## src/hrt_pkg.sv

```systemverilog
// ---------------------------------------------------------------------------
// hrt_pkg
// Shared types and constants of the handshake retransmit tracker.
// ---------------------------------------------------------------------------
package hrt_pkg;

  localparam int TableDepthDefault = 16;
  localparam logic [15:0] RtoFloor = 16'd1000;

  // operations
  localparam logic [1:0] OpSend  = 2'd0;
  localparam logic [1:0] OpAck   = 2'd1;
  localparam logic [1:0] OpCheck = 2'd2;

  // result kinds
  localparam logic [2:0] KindSent      = 3'd0;
  localparam logic [2:0] KindRefused   = 3'd1;
  localparam logic [2:0] KindAckDone   = 3'd2;
  localparam logic [2:0] KindRetx      = 3'd3;
  localparam logic [2:0] KindFailed    = 3'd4;
  localparam logic [2:0] KindCheckDone = 3'd5;

  // configuration register indexes
  localparam logic [1:0] RegInitTimeout = 2'd0;
  localparam logic [1:0] RegMaxTimeout  = 2'd1;
  localparam logic [1:0] RegMaxRetries  = 2'd2;
  localparam logic [1:0] RegMaxInFlight = 2'd3;

  typedef enum logic [2:0] {
    StIdle, StScan, StPick, StUpdate, StEmit, StFree
  } state_t;

  // controller -> datapath
  typedef struct packed {
    logic load;      // capture request, clear marks, start scan
    logic scan;      // evaluate mark of slot at scan index, advance
    logic pick;      // find min over marks (one slot per cycle)
    logic apply;     // apply ack/backoff to picked slot
    logic send;      // perform send into table
    logic free;      // free all acked slots
    logic emit;      // load output register
    logic [2:0] kind;
    logic use_seq;   // output carries picked sequence
    logic out_last;
  } cmd_t;

  // datapath -> controller
  typedef struct packed {
    logic [1:0] op;
    logic scan_done;
    logic pick_done;
    logic found;
    logic full;
    logic retry_out;
    logic out_busy;
  } status_t;

endpackage

```

## src/hrt_ctrl.sv

```systemverilog
// ---------------------------------------------------------------------------
// hrt_ctrl
// Controller of the retransmit tracker: sequences scan, pick and update.
// ---------------------------------------------------------------------------
module hrt_ctrl (
  input  logic             clk,
  input  logic             rst,
  input  logic             in_valid,
  output logic             in_ready,
  input  hrt_pkg::status_t st,
  output hrt_pkg::cmd_t    cmd
);

  hrt_pkg::state_t state, state_next;

  // state register
  always_ff @(posedge clk) begin
    if (rst) begin
      state <= hrt_pkg::StIdle;
    end else begin
      state <= state_next;
    end
  end

  // next state and commands
  always_comb begin
    state_next = state;
    cmd = '0;
    in_ready = 1'b0;
    unique case (state)
      hrt_pkg::StIdle: begin
        in_ready = 1'b1;
        if (in_valid) begin
          cmd.load = 1'b1;
          state_next = hrt_pkg::StScan;
        end
      end
      hrt_pkg::StScan: begin
        cmd.scan = 1'b1;
        if (st.scan_done) begin
          if (st.op == hrt_pkg::OpSend) state_next = hrt_pkg::StEmit;
          else if (st.op == hrt_pkg::OpAck || st.op == hrt_pkg::OpCheck)
            state_next = hrt_pkg::StPick;
          else state_next = hrt_pkg::StIdle;
        end
      end
      hrt_pkg::StPick: begin
        cmd.pick = 1'b1;
        if (st.pick_done) state_next = hrt_pkg::StUpdate;
      end
      hrt_pkg::StUpdate: begin
        if (!st.found) begin
          if (st.op == hrt_pkg::OpAck) state_next = hrt_pkg::StFree;
          else state_next = hrt_pkg::StEmit;
        end else if (st.op == hrt_pkg::OpAck) begin
          cmd.apply = 1'b1;
          state_next = hrt_pkg::StPick;
        end else if (!st.out_busy) begin
          cmd.emit = 1'b1;
          cmd.use_seq = 1'b1;
          if (st.retry_out) begin
            cmd.kind = hrt_pkg::KindFailed;
            cmd.out_last = 1'b1;
            state_next = hrt_pkg::StIdle;
          end else begin
            cmd.apply = 1'b1;
            cmd.kind = hrt_pkg::KindRetx;
            state_next = hrt_pkg::StPick;
          end
        end
      end
      hrt_pkg::StFree: begin
        cmd.free = 1'b1;
        state_next = hrt_pkg::StEmit;
      end
      hrt_pkg::StEmit: begin
        if (!st.out_busy) begin
          cmd.emit = 1'b1;
          cmd.out_last = 1'b1;
          state_next = hrt_pkg::StIdle;
          unique case (st.op)
            hrt_pkg::OpSend: begin
              if (st.full) begin
                cmd.kind = hrt_pkg::KindRefused;
              end else begin
                cmd.kind = hrt_pkg::KindSent;
                cmd.send = 1'b1;
              end
            end
            hrt_pkg::OpAck: cmd.kind = hrt_pkg::KindAckDone;
            default: cmd.kind = hrt_pkg::KindCheckDone;
          endcase
        end
      end
      default: state_next = hrt_pkg::StIdle;
    endcase
  end

endmodule

```

## src/hrt_datapath.sv

```systemverilog
// ---------------------------------------------------------------------------
// hrt_datapath
// Slot table, RTT estimator and output register of the retransmit tracker.
// ---------------------------------------------------------------------------
module hrt_datapath #(
  parameter int TABLE_DEPTH = hrt_pkg::TableDepthDefault
) (
  input  logic             clk,
  input  logic             rst,
  input  hrt_pkg::cmd_t    cmd,
  output hrt_pkg::status_t st,
  input  logic [103:0]     in_tdata,
  input  logic             cfg_we,
  input  logic [1:0]       cfg_index,
  input  logic [15:0]      cfg_data,
  output logic             out_tvalid,
  input  logic             out_tready,
  output logic [55:0]      out_tdata,
  output logic             out_tlast
);

  localparam int IW = (TABLE_DEPTH > 1) ? $clog2(TABLE_DEPTH) : 1;
  localparam int CW = $clog2(TABLE_DEPTH + 1);

  // configuration
  logic [15:0] max_to;
  logic [7:0]  max_retries;
  logic [4:0]  max_in_flight;

  // table
  logic [TABLE_DEPTH-1:0] slot_valid, mark;
  logic [31:0] slot_sequence [TABLE_DEPTH];
  logic [31:0] slot_sent_at  [TABLE_DEPTH];
  logic [15:0] slot_timeout  [TABLE_DEPTH];
  logic [7:0]  slot_retries  [TABLE_DEPTH];

  // slots acknowledged during this item
  logic [TABLE_DEPTH-1:0] mark_acked;

  // estimator
  logic [31:0] next_sequence;
  logic [15:0] srtt, rttvar, rto;

  // captured request
  logic [1:0]  op;
  logic [31:0] now, rs, re;
  logic        is_ack;

  // scan and pick
  logic [IW:0] idx;
  logic [CW-1:0] count;
  logic          seq_hit;
  logic [IW-1:0] hit_slot, free_slot;
  logic          free_found;
  logic          best_ok;
  logic [IW-1:0] best;
  logic [4:0]    acked;

  logic [IW-1:0] ix;
  assign ix = idx[IW-1:0];

  logic [31:0] age_i, age_b;
  assign age_i = now - slot_sent_at[ix];
  assign age_b = now - slot_sent_at[best];

  logic mark_i;
  always_comb begin
    if (op == hrt_pkg::OpAck)
      mark_i = slot_valid[ix] && re >= rs && slot_sequence[ix] >= rs &&
               slot_sequence[ix] <= re;
    else
      mark_i = slot_valid[ix] && age_i >= {16'd0, slot_timeout[ix]};
  end

  logic [4:0] limit;
  assign limit = (max_in_flight > 5'(TABLE_DEPTH > 31 ? 31 : TABLE_DEPTH))
               ? 5'(TABLE_DEPTH > 31 ? 31 : TABLE_DEPTH) : max_in_flight;

  // status
  always_comb begin
    st.op        = op;
    st.scan_done = (idx == (IW+1)'(TABLE_DEPTH - 1));
    st.pick_done = (idx == (IW+1)'(TABLE_DEPTH - 1));
    st.found     = best_ok;
    st.full      = ({{(32-CW){1'b0}}, count} >= {27'd0, limit});
    st.retry_out = slot_retries[best] >= max_retries;
    st.out_busy  = out_tvalid && !out_tready;
  end

  // estimator arithmetic on the picked slot
  logic [15:0] rtt;
  assign rtt = (age_b > 32'd65535) ? 16'hFFFF : age_b[15:0];
  logic [15:0] diff, var_n, srtt_n;
  logic [18:0] sum;
  logic [15:0] rto_n;
  always_comb begin
    diff = (srtt > rtt) ? srtt - rtt : rtt - srtt;
    if (srtt == 16'd0) begin
      srtt_n = rtt;
      var_n  = rtt >> 1;
    end else begin
      var_n  = 16'(({2'b0, rttvar} * 18'd3 + {2'b0, diff}) >> 2);
      srtt_n = 16'(({3'b0, srtt} * 19'd7 + {3'b0, rtt}) >> 3);
    end
    sum = {3'b0, srtt_n} + {1'b0, var_n, 2'b0};
    if (sum < {3'b0, hrt_pkg::RtoFloor}) sum = {3'b0, hrt_pkg::RtoFloor};
    if (sum > {3'b0, max_to}) sum = {3'b0, max_to};
    rto_n = sum[15:0];
  end

  logic [16:0] dbl;
  assign dbl = {slot_timeout[best], 1'b0};

  // control registers: config, estimator, table flags, scan
  always_ff @(posedge clk) begin
    if (rst) begin
      max_to <= 16'd60000;
      max_retries <= 8'd10;
      max_in_flight <= 5'd16;
      srtt <= 16'd1000;
      rttvar <= 16'd500;
      rto <= 16'd1000;
      slot_valid <= '0;
      mark <= '0;
      next_sequence <= '0;
      idx <= '0;
      out_tvalid <= 1'b0;
      op <= hrt_pkg::OpSend;
    end else begin
      if (cfg_we) begin
        unique case (cfg_index)
          hrt_pkg::RegInitTimeout: begin
            srtt <= cfg_data;
            rttvar <= cfg_data >> 1;
            rto <= cfg_data;
          end
          hrt_pkg::RegMaxTimeout:  max_to <= cfg_data;
          hrt_pkg::RegMaxRetries:  max_retries <= cfg_data[7:0];
          default:                 max_in_flight <= cfg_data[4:0];
        endcase
      end
      if (cmd.load) begin
        op <= in_tdata[1:0];
        idx <= '0;
        mark <= '0;
      end
      if (cmd.scan) begin
        mark[ix] <= mark_i;
        idx <= st.scan_done ? '0 : idx + (IW+1)'(1);
      end
      if (cmd.pick) idx <= st.pick_done ? '0 : idx + (IW+1)'(1);
      if (cmd.apply) begin
        mark[best] <= 1'b0;
        if (op == hrt_pkg::OpAck) begin
          srtt <= srtt_n;
          rttvar <= var_n;
          rto <= rto_n;
        end
      end
      if (cmd.free) slot_valid <= slot_valid & ~mark_acked;
      if (cmd.send) begin
        next_sequence <= next_sequence + 32'd1;
        if (!is_ack && (seq_hit || free_found)) slot_valid[seq_hit ? hit_slot : free_slot] <= 1'b1;
      end
      // output valid: set on a new result, cleared once taken
      if (cmd.emit) out_tvalid <= 1'b1;
      else if (out_tvalid && out_tready) out_tvalid <= 1'b0;
    end
  end

  // payload registers: request, scan accumulators, slot contents
  always_ff @(posedge clk) begin
    if (cmd.load) begin
      now <= in_tdata[33:2];
      is_ack <= in_tdata[34];
      rs <= in_tdata[66:35];
      re <= in_tdata[98:67];
      count <= '0;
      seq_hit <= 1'b0;
      free_found <= 1'b0;
      acked <= '0;
      mark_acked <= '0;
      hit_slot <= '0;
      free_slot <= '0;
    end
    if (cmd.scan) begin
      if (slot_valid[ix]) count <= count + CW'(1);
      if (slot_valid[ix] && slot_sequence[ix] == next_sequence && !seq_hit) begin
        seq_hit <= 1'b1;
        hit_slot <= ix;
      end
      if (!slot_valid[ix] && !free_found) begin
        free_found <= 1'b1;
        free_slot <= ix;
      end
    end
    // running minimum over marks, one slot per cycle
    if (cmd.pick) begin
      if (idx == '0) begin
        best_ok <= mark[ix];
        best <= ix;
      end else if (mark[ix] && (!best_ok || slot_sequence[ix] < slot_sequence[best])) begin
        best_ok <= 1'b1;
        best <= ix;
      end
    end
    if (cmd.scan) best_ok <= 1'b0;
    if (cmd.apply) begin
      if (op == hrt_pkg::OpAck) begin
        mark_acked[best] <= 1'b1;
        acked <= acked + 5'd1;
      end else begin
        slot_timeout[best] <= (dbl > {1'b0, max_to}) ? max_to : dbl[15:0];
        slot_sent_at[best] <= now;
        slot_retries[best] <= slot_retries[best] + 8'd1;
      end
    end
    if (cmd.send && !is_ack && (seq_hit || free_found)) begin
      slot_sequence[seq_hit ? hit_slot : free_slot] <= next_sequence;
      slot_sent_at[seq_hit ? hit_slot : free_slot] <= now;
      slot_timeout[seq_hit ? hit_slot : free_slot] <= rto;
      slot_retries[seq_hit ? hit_slot : free_slot] <= 8'd0;
    end
    // output register
    if (cmd.emit) begin
      out_tdata[2:0] <= cmd.kind;
      out_tdata[34:3] <= cmd.use_seq ? slot_sequence[best] :
                         (cmd.kind == hrt_pkg::KindSent) ? next_sequence : 32'd0;
      out_tdata[39:35] <= (cmd.kind == hrt_pkg::KindAckDone) ? acked : 5'd0;
      out_tdata[55:40] <= rto;
      out_tlast <= cmd.out_last;
    end
  end

endmodule

```

## src/handshake_retransmit_tracker_core.sv

```systemverilog
// ---------------------------------------------------------------------------
// handshake_retransmit_tracker_core
// Retransmission tracker with an RFC 6298 style timeout estimator.
// ---------------------------------------------------------------------------
// Input stream s_axis carries one request: send, acknowledgement range or
// timeout check. Output stream m_axis carries results; tlast marks the final
// result of a request. A send gives one result, an ack range gives one
// result, a check gives one result per retransmitted slot and a closing one
// unless a slot is out of retries, which gives a final failed result; an
// unknown operation gives no result. A request is captured and the table
// scanned slot by slot; a send then loads its result. Ack and check requests
// do a sequential minimum search and an update per handled slot, a final
// search and update, a free step for an ack range and the final result.
// One request is worked on at a time; tready is high only when idle, so the
// next request is taken the cycle after the final result is loaded.
// The output is one register; a stalled receiver holds the controller until
// the pending result is taken. Reset empties the table, zeroes the sequence
// counter and loads the configuration defaults and the estimator.
// Configuration is written through cfg_we / cfg_index / cfg_data.
// ---------------------------------------------------------------------------
module handshake_retransmit_tracker_core #(
  parameter int TABLE_DEPTH = hrt_pkg::TableDepthDefault
) (
  input  logic         clk,
  input  logic         rst,
  input  logic         s_axis_tvalid,
  output logic         s_axis_tready,
  // operation[1:0], now_ms[33:2], is_ack_message[34], range_start[66:35],
  // range_end[98:67], zero fill
  input  logic [103:0] s_axis_tdata,
  output logic         m_axis_tvalid,
  input  logic         m_axis_tready,
  // kind[2:0], sequence_res[34:3], acked_count[39:35], current_rto_ms[55:40]
  output logic [55:0]  m_axis_tdata,
  output logic         m_axis_tlast,
  input  logic         cfg_we,
  input  logic [1:0]   cfg_index,
  input  logic [15:0]  cfg_data
);

  hrt_pkg::cmd_t    cmd;
  hrt_pkg::status_t st;

  hrt_ctrl u_ctrl (
    .clk      (clk),
    .rst      (rst),
    .in_valid (s_axis_tvalid),
    .in_ready (s_axis_tready),
    .st       (st),
    .cmd      (cmd)
  );

  hrt_datapath #(.TABLE_DEPTH(TABLE_DEPTH)) u_dp (
    .clk        (clk),
    .rst        (rst),
    .cmd        (cmd),
    .st         (st),
    .in_tdata   (s_axis_tdata),
    .cfg_we     (cfg_we),
    .cfg_index  (cfg_index),
    .cfg_data   (cfg_data),
    .out_tvalid (m_axis_tvalid),
    .out_tready (m_axis_tready),
    .out_tdata  (m_axis_tdata),
    .out_tlast  (m_axis_tlast)
  );

endmodule
```

## config.mk

```make
export PLATFORM = sky130hd
export DESIGN_NAME = handshake_retransmit_tracker_core
export DESIGN_NICKNAME = d
export VERILOG_FILES = /design/src/hrt_pkg.sv /design/src/hrt_ctrl.sv /design/src/hrt_datapath.sv /design/src/handshake_retransmit_tracker_core.sv
export SDC_FILE = /design/constraint.sdc
export NUM_CORES = 2
export LEC_CHECK = 0
export ABC_AREA = 0
export BUFFER_PORTS_ARGS = -buffer_cell sky130_fd_sc_hd__buf_2
export CAP_MARGIN = 20
export CORE_MARGIN = 10
export CORE_UTILIZATION = 50
export DETAILED_ROUTE_END_ITERATION = 8
export PLACE_DENSITY = 0.65
export SLEW_MARGIN = 10
export SYNTH_ARGS = -nofsm -noshare
export SYNTH_HDL_FRONTEND = slang
export SYNTH_SLANG_ARGS = --single-unit
```

## constraint.sdc

```tcl
create_clock -name clk -period 21.6 [get_ports clk]
set_input_delay 1.08 -clock clk [delete_from_list [all_inputs] [get_ports clk]]
set_output_delay 1.08 -clock clk [all_outputs]
set_load 0.02 [all_outputs]
```

==> results by group <==
Worst setup path
  – Crit-path slowest cell: nor4_4
  – Family with the most delay on the worst path: compound AO/OA/AOI/OAI gates
  – Largest stage delay, worst path: ~0.94 ns
  – Crit end category: flop
  – Bufs and invs on worst path: 5
  – Largest fanout on the critical path: a little under 100
  – Reg2Reg Setup Slack: about 3.3 ns
  – WS Path Type: flop to flop
  – WP data required: approximately 22 ns
  – Most common cell on crit path: a21oi_1
  – Worst Setup Start Kind: flop
  – Arrival @ worst endpoint: between 15 and 20 ns
  – Reg2reg path depth: just over 60
  – Reg2reg end: u_dp.rto[7]$_SDFF_PP1_

Synthesis
  – Simple-gate share of the synthesized area: between 5 and 6%
  – Dominant cells by area after synthesis: edfxtp_1 (52%), mux4_2 (21%), ha_1 (4.9%), dfxtp_1 (4.4%), inv_1 (1.6%)
  – Mapped Cells: roughly 5700
  – Number of synthesized flops with an enable pin: ~1600
  – Yosys top cell by area: edfxtp_1
  – Share of the synthesized area in the top cell type: a little over half
  – Async set or reset register ratio after synthesis: 0%
  – Synth Area in XOR/XNOR: roughly 1.5%
  – Syn Std Cell Area: between 0.08 and 0.09 sq mm
  – Ys Warns: 0
  – Post-synthesis sequential area ratio: between 50% and 60%
  – Compound-Gate Fraction of Synth Area: under 10%
  – Top_reg_cell synth: edfxtp_1
  – Net Count, Synth: approximately 6200
  – Mean Syn Cell Area: between 15 and 20 sq um
  – Largest family of logic cells by synthesized area: multiplexers
  – Area share of fa/ha/maj cells after synthesis: approximately 6%
  – FF+latch count, synth: roughly 1800
  – Netlist cell types: approximately 90
  – Post-synthesis mux area share: between 20% and 30%

Power
  – Leakage power: 33.9 nW
  – Maximum vdd drop: between 0.00007 and 0.00008 V
  – Pwr/cell area: 97.0 mW/mm^2

Drt
  – Drt pass-1 iters: 6
  – Routed via count: ~55000
  – Avg WL per Cell: 30.4 um
  – DRT iter0 DRCs: ~6900
  – DRC: 0
  – Post-Route WL: ~250000 um
  – DR vias/cell: approximately 6.6
  – Post-route ant nets: 0

STA
  – Part of the cycle the worst path needs: 84.8%
  – Final worst path period need: around 18 ns
  – Final Hold Viols: 0
  – Slew margin rel.: between 20 and 25%
  – Final Worst Setup Slack: ~3.3 ns
  – Highest achievable clock rate: about 55 MHz
  – Fin Setup TNS: 0 ns
  – Pin slew with the least headroom to its limit: 1.15 ns
  – Worst hold margin: 0.407 ns
  – Final slew viol count: 0
  – RSZ-0062 raised after global routing: false
  – Setup violations, final: 0
  – Clock Skew: about 0.038 ns

Finish
  – Most frequent cells in the layout: edfxtp_1 (1566), mux4_2 (849), inv_1 (376), ha_1 (349), nand2_1 (288)
  – Layout cells sized above 1: between 20% and 30%
  – P&R area growth vs syn: 11.0%
  – Most common cell after layout, fill and taps aside: edfxtp_1
  – Final Util: a little under three fifths
  – Fin nets: roughly 6400
  – Final Instance Area: 0.0998 sq mm

Placement
  – Input/output buffers: between 150 and 200
  – Final estimated routing congestion in global placement: between 0.9 and 1
  – Placement Cell Area: about 0.094 sq mm
  – Placement Setup Slack: roughly 3.5 ns
  – Post-DP HPWL: 160000 um

Die
  – Overall die height: between 400 and 500 um
  – Core box area: between 0.15 and 0.2 sq mm
  – Cell row count: roughly 160
  – Die area: roughly 0.20 sq mm
  – Effective utilization at floorplan: roughly half
  – Die width: 444 um
  – I/O Pins: about 190

Clock network
  – CTS tree: done
  – TritonCTS Buffers: about 180
  – Sink Count: 1763
  – Reg clk slew, reported paths: 0.06 ns
  – Clock Latency Late Sink: 0.86 ns
  – # hold bufs at CTS: 0
  – Max H-tree Level: 4
  – Setup Buffers After CTS: 0
  – Clock Tree Buf Depth: 3
  – CTS resizes: 0
  – Root cell of the clock tree: clkbuf_16

Worst hold path
  – Worst Hold Class: primary input to flop
  – Hold wc startpoint: s_axis_tdata[65]
  – Hold EP: u_dp.rs[30]$_DFFE_PP_
  – Hold Path Depth: 1

Global route
  – Number of global-route vias before repair: roughly 55000
  – Initial antenna violation count: 4
  – First-pass GRT wire length: 374000 um
  – Congestion Overflow GR: 0
  – Total GRT Usage: between 20% and 30%
  – Largest net degree at the start of global routing: approximately 140

Status
  – Status: finished, final reports clean

Run
  – Max-cap viol count: 0
flip-flops by register name (all words and copies together), names as in the netlist, 5 cells and up, named ones only:
signal              count
u_dp.mark              16
u_dp.srtt              16
u_dp.rto               16
u_dp.acked              5
u_dp.mark_acked        16
u_dp.next_sequence     32
u_dp.max_to            16
u_dp.max_in_flight      5
u_dp.rttvar            16
u_dp.slot_sequence    512
u_dp.now               32
u_dp.re                32
u_dp.count              5
u_dp.slot_valid        16
u_dp.slot_retries     128
u_dp.idx                5
u_dp.slot_sent_at     512
u_dp.rs                32
u_dp.out_tdata         56
u_dp.slot_timeout     256
u_dp.max_retries        8
cells by family after synthesis:
kind of cell | count (synthesis)
DFF | 1763
and+or+nand+nor | 980
muxes | 881
AOI/OAI and AO/OA | 834
buffers and inverters | 673
adders and majority gates | 398
xor gates and xnor gates | 155
worst max-delay path by stage:
stage                     startpoint                      to  depth (start not counted)
after detailed placement        flop  u_dp.rto[7]$_SDFF_PP1_                         62
final                           flop  u_dp.rto[7]$_SDFF_PP1_                         62
after global routing            flop  u_dp.rto[7]$_SDFF_PP1_                         64
after CTS                       flop  u_dp.rto[3]$_SDFF_PP1_                         62
after floorplan                 flop  u_dp.rto[3]$_SDFF_PP1_                         74
after global placement          flop  u_dp.rto[8]$_SDFF_PP1_                         62
routing by layer:
metal / GRT usage (%) / vias up / part of all wire [%]
met5: 0 / - / 0
met4: 7.86 / 0 / 3.1
met3: 5.85 / 441 / 10
met2: 39.4 / 2841 / 47
met1: 35.9 / 28700 / 40
li1: - / 23200 / -
cell usage after synthesis (all sizes together) (18+ instances only):
cell       n
edfxtp  1566
mux4     849
inv      377
ha       349
nand2    290
nor2     247
clkbuf   226
a21oi    223
dfxtp    197
o21ai    142
a21o     108
xnor2    103
nand3     90
nand4     74
buf       70
xor2      52
nor2b     50
fa        49
nand2b    48
o21a      46
o211ai    44
nor3      43
a211oi    40
a22o      33
and2      30
a31oi     27
and3      25
mux2i     25
a211o     22
or3       22
a22oi     20
o21bai    18
metrics by stage:
stage                     instances  power, mW
final                          8381       9.69
after global routing           8380       10.1
after CTS                      8374       9.71
after detailed placement       8037       6.64
after global placement         8036       6.63
after floorplan                5684       5.85
cell type report:
cell class                 count  area [sq um]
tap                         2355          2950
antenna                        1          2.50
timing repair buffer         300          1920
clock buffer                 235          4890
clock inverter               102           913
fill                       13900         78800
multi-input combinational   3248         36800
inverter                     377          1420
sequential                  1763         51000
power breakdown:
part | leakage, nW | internal [mW] | switching (mW)
clock network | 2.81 | 1.73 | 1.36
logic | 15.5 | 1.09 | 1.52
registers | 15.6 | 3.86 | 0.128
total | 33.9 | 6.68 | 3.00
(Power assumes the default switching activity.)
